==> config.mk <==
export PLATFORM = sky130hd
export DESIGN_NAME = virtual_fat_sector_synthesizer_unit
export DESIGN_NICKNAME = d
export VERILOG_FILES = /design/src/sv/vfss_pkg.sv /design/src/sv/virtual_fat_sector_synthesizer_unit.sv /design/src/sv/vfss_ram.sv /design/src/sv/vfss_front.sv /design/src/sv/vfss_queue.sv /design/src/sv/vfss_back.sv
export SDC_FILE = /design/constraint.sdc
export NUM_CORES = 2
export LEC_CHECK = 0
export BUFFER_PORTS_ARGS = -buffer_cell sky130_fd_sc_hd__buf_2
export CORE_MARGIN = 4
export CORE_UTILIZATION = 40
export DETAILED_ROUTE_END_ITERATION = 10
export PLACE_DENSITY = 0.67
export SLEW_MARGIN = 20
export SYNTH_ARGS = -nofsm -noshare
export SYNTH_HDL_FRONTEND = slang
export SYNTH_SLANG_ARGS = --single-unit
export TNS_END_PERCENT = 100
==> constraint.sdc <==
create_clock -name aclk -period 13.1 [get_ports aclk]
set_input_delay 2.62 -clock aclk [delete_from_list [all_inputs] [get_ports aclk]]
set_output_delay 2.62 -clock aclk [all_outputs]
set_load 0.005 [all_outputs]
==> src/sv/vfss_pkg.sv <==
// Shared types, codes and byte tables for the virtual FAT sector synthesizer.
package vfss_pkg;

    localparam int SECTOR_BYTES = 512;
    localparam int QUEUE_DEPTH  = 4;

    // configuration register indexes
    localparam logic REG_FILE_COUNT   = 1'b0;
    localparam logic REG_TOTAL_BLOCKS = 1'b1;

    typedef enum logic [1:0] {
        OP_LOAD  = 2'd0,
        OP_READ  = 2'd1,
        OP_WRITE = 2'd2,
        OP_NONE  = 2'd3
    } op_t;

    typedef enum logic [1:0] {
        PART_HEAD = 2'd0,
        PART_TAIL = 2'd1,
        PART_SIZE = 2'd2,
        PART_NONE = 2'd3
    } part_t;

    typedef enum logic [2:0] {
        RG_LOAD   = 3'd0,
        RG_BOOT   = 3'd1,
        RG_FAT    = 3'd2,
        RG_DIR    = 3'd3,
        RG_DATA   = 3'd4,
        RG_BEYOND = 3'd5
    } region_t;

    typedef enum logic [2:0] {
        K_LOAD,
        K_NOP,
        K_BOOT,
        K_FAT,
        K_DIR,
        K_DATA
    } kind_t;

    // classified item; key is the boot offset, FAT/dir byte address or data cluster
    typedef struct packed {
        kind_t       kind;
        logic        is_write;
        logic [2:0]  slot;
        part_t       part;
        logic [63:0] word;
        logic [31:0] key;
        logic [8:0]  offset;
        logic [7:0]  wbyte;
    } cmd_t;

    typedef struct packed {
        logic        write_enable;
        logic [31:0] file_offset;
        logic [2:0]  file_index;
        region_t     region;
        logic [7:0]  data_byte;
    } res_t;

    localparam logic [15:0] FAT_MEDIA = 16'hFFF0;
    localparam logic [15:0] FAT_RSVD  = 16'hFFFF;
    localparam logic [15:0] FAT_BAD   = 16'hFFF7;
    localparam logic [15:0] FAT_EOC   = 16'hFFF8;

    function automatic logic [23:0] clusters_of(input logic [31:0] size);
        return size[31:9] + {23'd0, |size[8:0]};
    endfunction

    function automatic logic [7:0] label_byte(input logic [3:0] i);
        logic [7:0] b;
        case (i)
            4'd0: b = 8'h4B;  4'd1: b = 8'h65;  4'd2: b = 8'h74;  4'd3: b = 8'h79;
            4'd4: b = 8'h65;  4'd5: b = 8'h72;  4'd6: b = 8'h65;  4'd7: b = 8'h20;
            4'd8: b = 8'h4D;  4'd9: b = 8'h53;  4'd10: b = 8'h44;
            default: b = 8'h00;
        endcase
        return b;
    endfunction

    // volume label directory entry (first 32 bytes of the root directory)
    function automatic logic [7:0] label_entry_byte(input logic [4:0] a);
        logic [7:0] b;
        case (a)
            5'd11: b = 8'h08;
            5'd14, 5'd22: b = 8'h5C;
            5'd15, 5'd23: b = 8'h64;
            5'd16, 5'd18, 5'd24: b = 8'h22;
            5'd17, 5'd19, 5'd25: b = 8'h52;
            default: b = (a < 5'd11) ? label_byte(a[3:0]) : 8'h00;
        endcase
        return b;
    endfunction

    function automatic logic [7:0] boot_byte(input logic [8:0] o, input logic [31:0] tb,
                                             input logic [15:0] root, input logic [15:0] fat);
        logic [7:0] b;
        case (o)
            9'd0: b = 8'hEB;  9'd1: b = 8'h3E;  9'd2: b = 8'h90;
            9'd3: b = 8'h4D;  9'd4: b = 8'h53;  9'd5: b = 8'h44;  9'd6: b = 8'h4F;
            9'd7: b = 8'h53;  9'd8: b = 8'h35;  9'd9: b = 8'h2E;  9'd10: b = 8'h30;
            9'd12: b = 8'h02; 9'd13: b = 8'h01; 9'd14: b = 8'h01; 9'd16: b = 8'h02;
            9'd17: b = root[7:0];
            9'd18: b = root[15:8];
            9'd21: b = 8'hF0;
            9'd22: b = fat[7:0];
            9'd23: b = fat[15:8];
            9'd24: b = 8'h20; 9'd26: b = 8'h01;
            9'd32: b = tb[7:0];
            9'd33: b = tb[15:8];
            9'd34: b = tb[23:16];
            9'd35: b = tb[31:24];
            9'd36: b = 8'h80; 9'd38: b = 8'h29;
            9'd54: b = 8'h46; 9'd55: b = 8'h41; 9'd56: b = 8'h54; 9'd57: b = 8'h31;
            9'd58: b = 8'h36; 9'd59: b = 8'h20; 9'd60: b = 8'h20; 9'd61: b = 8'h20;
            9'd510: b = 8'h55;
            9'd511: b = 8'hAA;
            default: begin
                if (o >= 9'd43 && o < 9'd54) b = label_byte(4'(o - 9'd43));
                else if (o < 9'd62) b = 8'h00;
                else b = 8'h90;
            end
        endcase
        return b;
    endfunction

    function automatic logic [7:0] dir_entry_byte(input logic [4:0] k, input logic [63:0] head,
                                                  input logic [56:0] tail,
                                                  input logic [31:0] size,
                                                  input logic [31:0] sc);
        logic [7:0] b;
        case (k)
            5'd0, 5'd1, 5'd2, 5'd3, 5'd4, 5'd5, 5'd6, 5'd7: b = head[8*k +: 8];
            5'd8:  b = tail[7:0];
            5'd9:  b = tail[15:8];
            5'd10: b = tail[23:16];
            5'd11: b = tail[56] ? 8'h00 : 8'h01;
            5'd12, 5'd13: b = 8'h00;
            5'd14, 5'd22: b = tail[31:24];
            5'd15, 5'd23: b = tail[39:32];
            5'd16, 5'd18, 5'd24: b = tail[47:40];
            5'd17, 5'd19, 5'd25: b = tail[55:48];
            5'd20: b = sc[23:16];
            5'd21: b = sc[31:24];
            5'd26: b = sc[7:0];
            5'd27: b = sc[15:8];
            5'd28: b = size[7:0];
            5'd29: b = size[15:8];
            5'd30: b = size[23:16];
            default: b = size[31:24];
        endcase
        return b;
    endfunction

endpackage

==> src/sv/virtual_fat_sector_synthesizer_unit.sv <==
// Loads, boot bytes and fixed FAT/label bytes are formed as soon as the back end takes them from the queue.
// FAT, directory and file data bytes walk the file table: each slot visited takes a registered
// table read (ST_WAIT) and a compare (ST_EVAL), up to MAX_FILES slots per item.
// A 4-beat queue lets input beats be taken while the back end works or a result waits.
// Reset (synchronous, active low) clears control and config; the file table is undefined
// until loaded.
module virtual_fat_sector_synthesizer_unit
    import vfss_pkg::*;
#(
    parameter int MAX_FILES    = 8,
    parameter int FAT_SECTORS  = 256,
    parameter int ROOT_ENTRIES = 512
) (
    input  logic         aclk,
    input  logic         aresetn,
    input  logic         cfg_wr_en,
    input  logic         cfg_index,
    input  logic [31:0]  cfg_wdata,
    input  logic         s_tvalid,
    output logic         s_tready,
    // operation, file_slot, load_part, load_word, block_number, byte_offset, write_byte
    input  logic [119:0] s_tdata,
    output logic         m_tvalid,
    input  logic         m_tready,
    // data_byte, region, file_index, file_offset, write_enable, zero pad
    output logic [47:0]  m_tdata
);
    logic [3:0]  file_count_reg;
    logic [31:0] total_blocks_reg;
    logic        q_full, q_push, q_pop, q_valid;
    cmd_t        q_in, q_out;
    res_t        res;

    always_ff @(posedge aclk) begin
        if (!aresetn) begin
            file_count_reg   <= '0;
            total_blocks_reg <= '0;
        end else if (cfg_wr_en) begin
            if (cfg_index == REG_FILE_COUNT) file_count_reg <= cfg_wdata[3:0];
            if (cfg_index == REG_TOTAL_BLOCKS) total_blocks_reg <= cfg_wdata;
        end
    end

    vfss_front #(.FAT_SECTORS(FAT_SECTORS), .ROOT_ENTRIES(ROOT_ENTRIES)) u_front (
        .s_tvalid(s_tvalid), .s_tready(s_tready), .s_tdata(s_tdata),
        .q_full(q_full), .q_push(q_push), .q_cmd(q_in));

    vfss_queue u_queue (
        .aclk(aclk), .aresetn(aresetn), .push(q_push), .din(q_in), .full(q_full),
        .pop(q_pop), .dout(q_out), .valid(q_valid));

    vfss_back #(.MAX_FILES(MAX_FILES), .FAT_SECTORS(FAT_SECTORS),
                .ROOT_ENTRIES(ROOT_ENTRIES)) u_back (
        .aclk(aclk), .aresetn(aresetn), .file_count(file_count_reg),
        .total_blocks(total_blocks_reg), .q_valid(q_valid), .q_cmd(q_out), .q_pop(q_pop),
        .m_valid(m_tvalid), .m_ready(m_tready), .m_res(res));

    assign m_tdata = {1'b0, res};

    a_wen_data_only: assert property (@(posedge aclk) disable iff (!aresetn)
        m_tvalid && m_tdata[46] |-> m_tdata[10:8] == RG_DATA)
        else $error("write enable outside file data");
    a_region_range: assert property (@(posedge aclk) disable iff (!aresetn)
        m_tvalid |-> m_tdata[10:8] <= RG_BEYOND)
        else $error("bad region code");
    a_offset_zero: assert property (@(posedge aclk) disable iff (!aresetn)
        m_tvalid && m_tdata[10:8] != RG_DATA |-> m_tdata[45:11] == '0)
        else $error("file fields set outside file data");
    a_load_zero: assert property (@(posedge aclk) disable iff (!aresetn)
        m_tvalid && m_tdata[10:8] == RG_LOAD |-> m_tdata[7:0] == 8'd0)
        else $error("load result carries data");
endmodule

==> src/sv/vfss_ram.sv <==
// Generic single-write, single-read RAM with registered read data.
module vfss_ram #(
    parameter int WIDTH = 32,
    parameter int DEPTH = 8
) (
    input  logic                                  aclk,
    input  logic                                  we,
    input  logic [(DEPTH > 1 ? $clog2(DEPTH) : 1)-1:0] waddr,
    input  logic [WIDTH-1:0]                      wdata,
    input  logic [(DEPTH > 1 ? $clog2(DEPTH) : 1)-1:0] raddr,
    output logic [WIDTH-1:0]                      rdata
);
    logic [WIDTH-1:0] mem [DEPTH];

    always_ff @(posedge aclk) begin
        if (we) begin
            mem[waddr] <= wdata;
        end
        rdata <= mem[raddr];
    end
endmodule

==> src/sv/vfss_front.sv <==
// Front end: accepts input beats and classifies them by volume region.
module vfss_front
    import vfss_pkg::*;
#(
    parameter int FAT_SECTORS  = 256,
    parameter int ROOT_ENTRIES = 512
) (
    input  logic         s_tvalid,
    output logic         s_tready,
    input  logic [119:0] s_tdata,
    input  logic         q_full,
    output logic         q_push,
    output cmd_t         q_cmd
);
    localparam logic [31:0] DIR_FIRST  = 32'(1 + 2 * FAT_SECTORS);
    localparam logic [31:0] DATA_FIRST = DIR_FIRST + 32'(ROOT_ENTRIES * 32 / SECTOR_BYTES);

    logic [1:0]  op;
    logic [31:0] blk;
    logic [31:0] fo;
    logic [31:0] fo_wrap;
    logic [31:0] dir_sec;

    assign op       = s_tdata[1:0];
    assign blk      = s_tdata[102:71];
    assign s_tready = !q_full;
    assign q_push   = s_tvalid && !q_full;

    assign fo      = blk - 32'd1;
    assign fo_wrap = (fo >= 32'(FAT_SECTORS)) ? fo - 32'(FAT_SECTORS) : fo;
    assign dir_sec = blk - DIR_FIRST;

    always_comb begin
        q_cmd          = '0;
        q_cmd.slot     = s_tdata[4:2];
        q_cmd.part     = part_t'(s_tdata[6:5]);
        q_cmd.word     = s_tdata[70:7];
        q_cmd.offset   = s_tdata[111:103];
        q_cmd.wbyte    = s_tdata[119:112];
        q_cmd.is_write = (op == OP_WRITE);
        if (op == OP_LOAD) begin
            q_cmd.kind = K_LOAD;
        end else if (op == OP_NONE) begin
            q_cmd.kind = K_NOP;
        end else if (blk == 32'd0) begin
            q_cmd.kind = K_BOOT;
            q_cmd.key  = {23'd0, s_tdata[111:103]};
        end else if (blk < DIR_FIRST) begin
            q_cmd.kind = K_FAT;
            q_cmd.key  = {fo_wrap[22:0], s_tdata[111:103]};
        end else if (blk < DATA_FIRST) begin
            q_cmd.kind = K_DIR;
            q_cmd.key  = {dir_sec[22:0], s_tdata[111:103]};
        end else begin
            q_cmd.kind = K_DATA;
            q_cmd.key  = blk - DATA_FIRST;
        end
    end
endmodule

==> src/sv/vfss_queue.sv <==
// Short queue of classified items between front and back end.
module vfss_queue
    import vfss_pkg::*;
(
    input  logic aclk,
    input  logic aresetn,
    input  logic push,
    input  cmd_t din,
    output logic full,
    input  logic pop,
    output cmd_t dout,
    output logic valid
);
    localparam int PW = $clog2(QUEUE_DEPTH);

    cmd_t        slot_reg [QUEUE_DEPTH];
    logic [PW-1:0] wp_reg, rp_reg;
    logic [PW:0]   cnt_reg;

    assign full  = (cnt_reg == (PW+1)'(QUEUE_DEPTH));
    assign valid = (cnt_reg != '0);
    assign dout  = slot_reg[rp_reg];

    always_ff @(posedge aclk) begin
        if (push) begin
            slot_reg[wp_reg] <= din;
        end
        if (!aresetn) begin
            wp_reg  <= '0;
            rp_reg  <= '0;
            cnt_reg <= '0;
        end else begin
            if (push) wp_reg <= wp_reg + 1'b1;
            if (pop)  rp_reg <= rp_reg + 1'b1;
            cnt_reg <= cnt_reg + (PW+1)'(push) - (PW+1)'(pop);
        end
    end
endmodule

==> src/sv/vfss_back.sv <==
// Back end: owns the file table, walks slots and forms each result.
module vfss_back
    import vfss_pkg::*;
#(
    parameter int MAX_FILES    = 8,
    parameter int FAT_SECTORS  = 256,
    parameter int ROOT_ENTRIES = 512
) (
    input  logic        aclk,
    input  logic        aresetn,
    input  logic [3:0]  file_count,
    input  logic [31:0] total_blocks,
    input  logic        q_valid,
    input  cmd_t        q_cmd,
    output logic        q_pop,
    output logic        m_valid,
    input  logic        m_ready,
    output res_t        m_res
);
    localparam int AW = (MAX_FILES > 1) ? $clog2(MAX_FILES) : 1;
    localparam int CW = $clog2(MAX_FILES + 1);

    typedef enum logic [1:0] { ST_IDLE, ST_WAIT, ST_EVAL, ST_OUT } state_t;

    state_t      state_reg, state_next;
    cmd_t        cmd_reg, cmd_next;
    res_t        res_reg, res_next;
    logic [CW-1:0] idx_reg, idx_next;
    logic [31:0] sum_reg, sum_next;

    logic [CW-1:0] shown;
    logic          we;
    logic [63:0]   head_rd;
    logic [56:0]   tail_rd;
    logic [31:0]   size_rd;
    logic [31:0]   end_c;
    logic [31:0]   fat_c;
    logic [31:0]   key_c;
    logic [31:0]   rel_c;
    logic [31:0]   dir_lim;
    logic [15:0]   entry;

    assign shown = (32'(file_count) > 32'(MAX_FILES)) ? CW'(MAX_FILES) : CW'(file_count);
    assign we    = q_pop && (q_cmd.kind == K_LOAD) && (32'(q_cmd.slot) < 32'(MAX_FILES));

    vfss_ram #(.WIDTH(64), .DEPTH(MAX_FILES)) u_head (
        .aclk(aclk), .we(we && q_cmd.part == PART_HEAD), .waddr(AW'(q_cmd.slot)),
        .wdata(q_cmd.word), .raddr(idx_reg[AW-1:0]), .rdata(head_rd));
    vfss_ram #(.WIDTH(57), .DEPTH(MAX_FILES)) u_tail (
        .aclk(aclk), .we(we && q_cmd.part == PART_TAIL), .waddr(AW'(q_cmd.slot)),
        .wdata(q_cmd.word[56:0]), .raddr(idx_reg[AW-1:0]), .rdata(tail_rd));
    vfss_ram #(.WIDTH(32), .DEPTH(MAX_FILES)) u_size (
        .aclk(aclk), .we(we && q_cmd.part == PART_SIZE), .waddr(AW'(q_cmd.slot)),
        .wdata(q_cmd.word[31:0]), .raddr(idx_reg[AW-1:0]), .rdata(size_rd));

    assign q_pop   = (state_reg == ST_IDLE) && q_valid;
    assign m_valid = (state_reg == ST_OUT);
    assign m_res   = res_reg;

    assign end_c   = sum_reg + 32'(clusters_of(size_rd));
    assign fat_c   = (cmd_reg.key - 32'd4) >> 1;
    assign key_c   = (cmd_reg.kind == K_FAT) ? fat_c : cmd_reg.key;
    assign rel_c   = cmd_reg.key - sum_reg;
    assign dir_lim = (32'(shown) + 32'd1) << 5;
    assign entry   = (fat_c + 32'd1 < end_c) ? 16'(fat_c + 32'd3) : FAT_EOC;

    always_comb begin
        state_next = state_reg;
        cmd_next   = cmd_reg;
        res_next   = res_reg;
        idx_next   = idx_reg;
        sum_next   = sum_reg;
        unique case (state_reg)
            ST_IDLE: begin
                if (q_valid) begin
                    cmd_next   = q_cmd;
                    res_next   = '0;
                    idx_next   = '0;
                    sum_next   = '0;
                    state_next = ST_OUT;
                    case (q_cmd.kind)
                        K_BOOT: begin
                            res_next.region    = RG_BOOT;
                            res_next.data_byte = boot_byte(q_cmd.offset, total_blocks,
                                                           16'(ROOT_ENTRIES), 16'(FAT_SECTORS));
                        end
                        K_FAT: begin
                            res_next.region = RG_FAT;
                            if (q_cmd.key < 32'd4) begin
                                res_next.data_byte = (q_cmd.key < 32'd2)
                                    ? (q_cmd.key[0] ? FAT_MEDIA[15:8] : FAT_MEDIA[7:0])
                                    : FAT_RSVD[7:0];
                            end else if (shown == '0) begin
                                res_next.data_byte = q_cmd.key[0] ? FAT_BAD[15:8] : FAT_BAD[7:0];
                            end else begin
                                state_next = ST_WAIT;
                            end
                        end
                        K_DIR: begin
                            res_next.region = RG_DIR;
                            if (q_cmd.key < 32'd32) begin
                                res_next.data_byte = label_entry_byte(q_cmd.key[4:0]);
                            end else if (q_cmd.key < dir_lim) begin
                                // walk up to the target slot to sum its start cluster
                                state_next = ST_WAIT;
                            end
                        end
                        K_DATA: begin
                            if (shown == '0) res_next.region = RG_BEYOND;
                            else state_next = ST_WAIT;
                        end
                        default: ;
                    endcase
                    if (q_cmd.is_write) res_next.data_byte = q_cmd.wbyte;
                end
            end
            ST_WAIT: state_next = ST_EVAL;
            ST_EVAL: begin
                state_next = ST_OUT;
                if (cmd_reg.kind == K_DIR) begin
                    if (32'(idx_reg) == (cmd_reg.key >> 5) - 32'd1) begin
                        res_next.data_byte = dir_entry_byte(cmd_reg.key[4:0], head_rd,
                                                            tail_rd, size_rd,
                                                            sum_reg + 32'd2);
                    end else begin
                        sum_next   = end_c;
                        idx_next   = idx_reg + 1'b1;
                        state_next = ST_WAIT;
                    end
                end else if (key_c < end_c) begin
                    if (cmd_reg.kind == K_FAT) begin
                        res_next.data_byte = cmd_reg.key[0] ? entry[15:8] : entry[7:0];
                    end else begin
                        res_next.region       = RG_DATA;
                        res_next.file_index   = 3'(idx_reg);
                        res_next.file_offset  = {rel_c[22:0], cmd_reg.offset};
                        res_next.write_enable = cmd_reg.is_write && tail_rd[56];
                    end
                end else if (idx_reg + 1'b1 == shown) begin
                    if (cmd_reg.kind == K_FAT) begin
                        res_next.data_byte = cmd_reg.key[0] ? FAT_BAD[15:8] : FAT_BAD[7:0];
                    end else begin
                        res_next.region = RG_BEYOND;
                    end
                end else begin
                    sum_next   = end_c;
                    idx_next   = idx_reg + 1'b1;
                    state_next = ST_WAIT;
                end
                if (cmd_reg.is_write) res_next.data_byte = cmd_reg.wbyte;
            end
            ST_OUT: begin
                if (m_ready) state_next = ST_IDLE;
            end
            default: state_next = ST_IDLE;
        endcase
    end

    always_ff @(posedge aclk) begin
        cmd_reg <= cmd_next;
        res_reg <= res_next;
        idx_reg <= idx_next;
        sum_reg <= sum_next;
        if (!aresetn) begin
            state_reg <= ST_IDLE;
        end else begin
            state_reg <= state_next;
        end
    end
endmodule

==> impl_results.md <==
* Launch instance of the worst register-to-register path: u_back.u_size.rdata[3]
* Accumulated negative setup slack at 0 ps
* Global-route wire length before repair at between 300000 and 400000 um
* Clock share of power at between 20% and 30%
* Number of cells produced by synthesis at around 5000
* Share of async-settable or async-resettable flops after synthesis at 0%
* Hold buffer count at cts at 0
* Number of warnings reported in the yosys synthesis log at 0
* TritonCTS buffer count at 190
* Maximum VDD drop at roughly 0.15 mV
* Net count of the mapped netlist at around 5200
* Min-delay worst type: flop to flop
* Startpoint type of the worst setup path: flop
* Final period util at 54.93%
* Crit Path Max Fanout at 36
* Net count, final at roughly 5500
* Crit end category: flop
* Post_cts resized at 0
* Crit path cell chain: nor4_1, nand3_1, fa_1, fa_1, a21o_1, a21oi_1, o21ai_0, a21oi_1, o41a_1, o21ai_0, a21oi_1, o21ai_0, and2_1, ha_1, nand4_1, nor4_1, o211ai_1, a31oi_1, nor2_1, and4_1, o21ai_0, a21o_1, nor2b_4, buf_4
* Mean instance size in the synthesized netlist at 17.38 sq um
* Worst path setup slack after routing at 5904 ps
* Remaining global-route overflow at 0
* Start point of the critical path: u_back.u_size.rdata[3]
* Leakage dissipation at around 31 nW
* P&R area growth vs syn at 12.82%
* Total Die Area at 0.2209 sq mm
* Initial antenna violation count at 31
* Switching power at between 7 and 8 mW
* Crit-path max cell delay at between 500 and 600 ps
* Largest net degree at the start of global routing at approximately 110
* Vias in the first global route at between 40000 and 50000
* Max Cap Viol at 0
* Layout cell share with drive strength beyond 1 at a little under a quarter
* DRT antenna net count at 0
* Class of the most critical setup path: flop to flop
* Post-CTS repair timing setup buffer count at 0
* HPWL reported at the end of detailed placement at around 150000 um
* Required time of the critical path at around 14000 ps
* Total via count in the routed design at approximately 47000
* Buffer cell driving the clock tree root: sky130_fd_sc_hd__clkbuf_16
* Post-detailed-route via-to-cell ratio at slightly below 6
* Switching Share at around a third
* Area share of the largest cell type after synthesis at about two thirds
* Sequential share of the synthesized area at between 60% and 70%
* Post-synth cell types at ~110
* Unrepaired setup endpoints after global routing: no
* Initial core utilization at between 40 and 50%
* Maximum buffer depth of the clock tree at 3
* Detail-routed net length per standard cell at roughly 28 um
* Status: completed
* Hold path startpoint: total_blocks_reg[23]
* Worst clock skew on the final layout at roughly 48 ps
* Port buffer count at around 200
* Maximum clock frequency at 0.1390 GHz
* Crit path max-delay cell type: sky130_fd_sc_hd__nor4_1
* Final setup vio count at 0
* Power share of the sequential group at between 40% and 50%
* Number of DRC violations after detailed-routing iteration 0 at between 5000 and 6000
* Power Dens Cells at 235.0 mW/mm^2
* Slew @ Worst Pin at roughly 1100 ps
* Number of placement rows at 169
* Tot Pwr at around 23 mW
* Sink count of the clock tree at about 2000
* Number of design rule violations left after detail routing at 0
* Number of synthesized flops with an enable pin at roughly 1800
* Number of storage elements in the synthesis netlist at just over 2000
* Internal power at ~15 mW
* Aggregate global-route resource usage at ~20%
* Clock network latency to the later pin of the worst-skew pair at between 800 and 900 ps
* Final max-slew violation count at 0
* Worst-case setup slack after placement at 5972 ps
* Count of endpoints failing hold in the final timing report at 0
* TritonCTS clock tree: built
* Arrival time reported for the critical path endpoint at 7630 ps
* Sum of routed wire length over all layers at between 200000 and 250000 um
* Most frequently used flop master after synthesis: sky130_fd_sc_hd__edfxtp_1
* CTS clk-pin slew, worst paths at roughly 60 ps
* Total I/O pin count at ~210
* Die Span Y at 470.0 um
* Crit-path most repeated cell: sky130_fd_sc_hd__o21ai_0
* Routability Congestion at between 0.9 and 1
* Number of levels in the clock H-tree at 4
* Share of total power in combinational logic at a little over a third
* Cell type contributing the most total cell area after synthesis: sky130_fd_sc_hd__edfxtp_1
* Cell types occupying the most area after synthesis: sky130_fd_sc_hd__edfxtp_1 (65%), sky130_fd_sc_hd__mux4_2 (12%), sky130_fd_sc_hd__dfxtp_1 (4.7%), sky130_fd_sc_hd__ha_1 (2.1%), sky130_fd_sc_hd__mux2_2 (2.1%)
* Final critical path time including I/O delays and setup at around 7000 ps
* Number of optimization iterations in the first detailed-route pass at 6
* Width of the die at about 470 um
* Netlist area before placement at around 0.085 sq mm
* Flip-flop count of the largest register after layout at ~500
* Relative max-transition margin at roughly a quarter
* Core region area at about 0.21 sq mm
-- metal layers --
layer	up-vias	GRT usage [%]	part of all wire [%]
li1	20159	-	-
met1	24729	28.07	41
met2	1956	33.04	48
met3	369	3.244	7.1
met4	2	7.575	3.8
met5	-	0	0.0052
-- cell families (layout without fill, tap and decap cells) --
group	after synthesis	count (layout)	synth area share, %
multiplexers	632	632	14.18
flip-flops	2048	2048	69.68
other	2	23	0.008796
AND/OR/NAND/NOR	979	979	5.843
buffers and inverters	317	721	1.462
adder cells (fa/ha/maj)	152	152	2.257
AO/OA/AOI/OAI	597	597	4.673
XOR/XNOR	185	185	1.898
-- Yosys cell counts, types with 15 or more instances --
library cell,number
sky130_fd_sc_hd__a22oi_1,19
sky130_fd_sc_hd__ha_1,146
sky130_fd_sc_hd__nor3_1,89
sky130_fd_sc_hd__and3_1,24
sky130_fd_sc_hd__mux2i_1,28
sky130_fd_sc_hd__o21ai_0,135
sky130_fd_sc_hd__a21o_1,28
sky130_fd_sc_hd__clkbuf_1,165
sky130_fd_sc_hd__xor2_1,60
sky130_fd_sc_hd__nor2b_1,47
sky130_fd_sc_hd__or4_1,19
sky130_fd_sc_hd__or3_1,22
sky130_fd_sc_hd__mux2_2,158
sky130_fd_sc_hd__inv_1,75
sky130_fd_sc_hd__o21a_1,22
sky130_fd_sc_hd__a211oi_1,44
sky130_fd_sc_hd__a21oi_1,132
sky130_fd_sc_hd__nor4_1,44
sky130_fd_sc_hd__nor2_1,212
sky130_fd_sc_hd__nand3_1,57
sky130_fd_sc_hd__and2_1,48
sky130_fd_sc_hd__xnor2_1,125
sky130_fd_sc_hd__nor3b_1,15
sky130_fd_sc_hd__o31ai_1,16
sky130_fd_sc_hd__dfxtp_1,200
sky130_fd_sc_hd__edfxtp_1,1848
sky130_fd_sc_hd__a21boi_0,40
sky130_fd_sc_hd__nand4_1,38
sky130_fd_sc_hd__buf_1,56
sky130_fd_sc_hd__mux4_2,446
sky130_fd_sc_hd__nand2b_1,30
sky130_fd_sc_hd__nand2_1,259
-- path summary, 6_finish.rpt --
| kind | end | slack (ps) | cells after the start |
|---|---|---|---|
| max | u_back.sum_reg[9] | 5900 | 24 |
| min reg2reg | total_blocks_reg[23] | 470 | 2 |
| max reg2reg | u_back.sum_reg[9] | 5900 | 24 |
| min | total_blocks_reg[23] | 470 | 2 |
-- power groups by stage --
stage | logic, mW | registers [mW] | clock network, mW
floorplan | 5.36 | 8.84 | 0
global placement | 7.82 | 9.24 | 0
detailed placement | 7.86 | 9.26 | 0
CTS | 7.90 | 9.13 | 5.70
global route | 8.57 | 9.18 | 6.00
finish | 7.90 | 9.14 | 5.59
-- stage by stage --
step	std cells	hold WS, ps	instance area [sq um]	util, %
4_1_cts	8136	468.3	96240	45.33
2_1_floorplan	4912	442.9	85380	-
6_report	8158	469.9	96330	45.38
5_1_grt	8154	492.8	96320	45.37
3_5_place_dp	7777	459.6	89850	42.32
3_3_place_gp	7777	455.1	89850	42.32
-- worst max-delay path: cells and delay by family (launching register included) --
kind	cells	cell delay [ps]
compound gates	12	2800
fa+ha+maj	3	1150
buf+inv	1	460
flops	1	320
simple gates	8	1990
-- cells in the final DEF, fill, tap and decap left out, types with 28 or more instances in the layout --
master and count:
sky130_fd_sc_hd__nand4_1 38, sky130_fd_sc_hd__a211oi_1 44, sky130_fd_sc_hd__dfxtp_1 198, sky130_fd_sc_hd__clkbuf_1 52, sky130_fd_sc_hd__nand3_1 57, sky130_fd_sc_hd__inv_1 75
sky130_fd_sc_hd__o21ai_0 135, sky130_fd_sc_hd__clkbuf_16 192, sky130_fd_sc_hd__nand2_1 258, sky130_fd_sc_hd__nor4_1 44, sky130_fd_sc_hd__mux2_2 158, sky130_fd_sc_hd__xnor2_1 125
sky130_fd_sc_hd__xor2_1 60, sky130_fd_sc_hd__a21boi_0 40, sky130_fd_sc_hd__nor3_1 88, sky130_fd_sc_hd__nand2b_1 30, sky130_fd_sc_hd__nor2_1 188, sky130_fd_sc_hd__clkinv_2 36
sky130_fd_sc_hd__buf_4 73, sky130_fd_sc_hd__edfxtp_1 1848, sky130_fd_sc_hd__mux4_2 446, sky130_fd_sc_hd__mux2i_1 28, sky130_fd_sc_hd__buf_2 206, sky130_fd_sc_hd__and2_1 48
sky130_fd_sc_hd__a21oi_1 131, sky130_fd_sc_hd__ha_1 146, sky130_fd_sc_hd__nor2b_1 45, sky130_fd_sc_hd__a21o_1 28
-- layout make-up --
| type | instances | area (sq um) |
|---|---|---|
| multi-input cells | 2547 | 24880 |
| fillers | 18017 | 116000 |
| clock buffers | 256 | 5165 |
| flip-flops and latches | 2048 | 59500 |
| well taps | 2821 | 3530 |
| clock inverters | 103 | 1220 |
| inverters | 78 | 292.8 |
| diodes | 21 | 52.55 |
| repair buffers | 284 | 1687 |
Note: power is estimated with default switching activity, not from simulation.
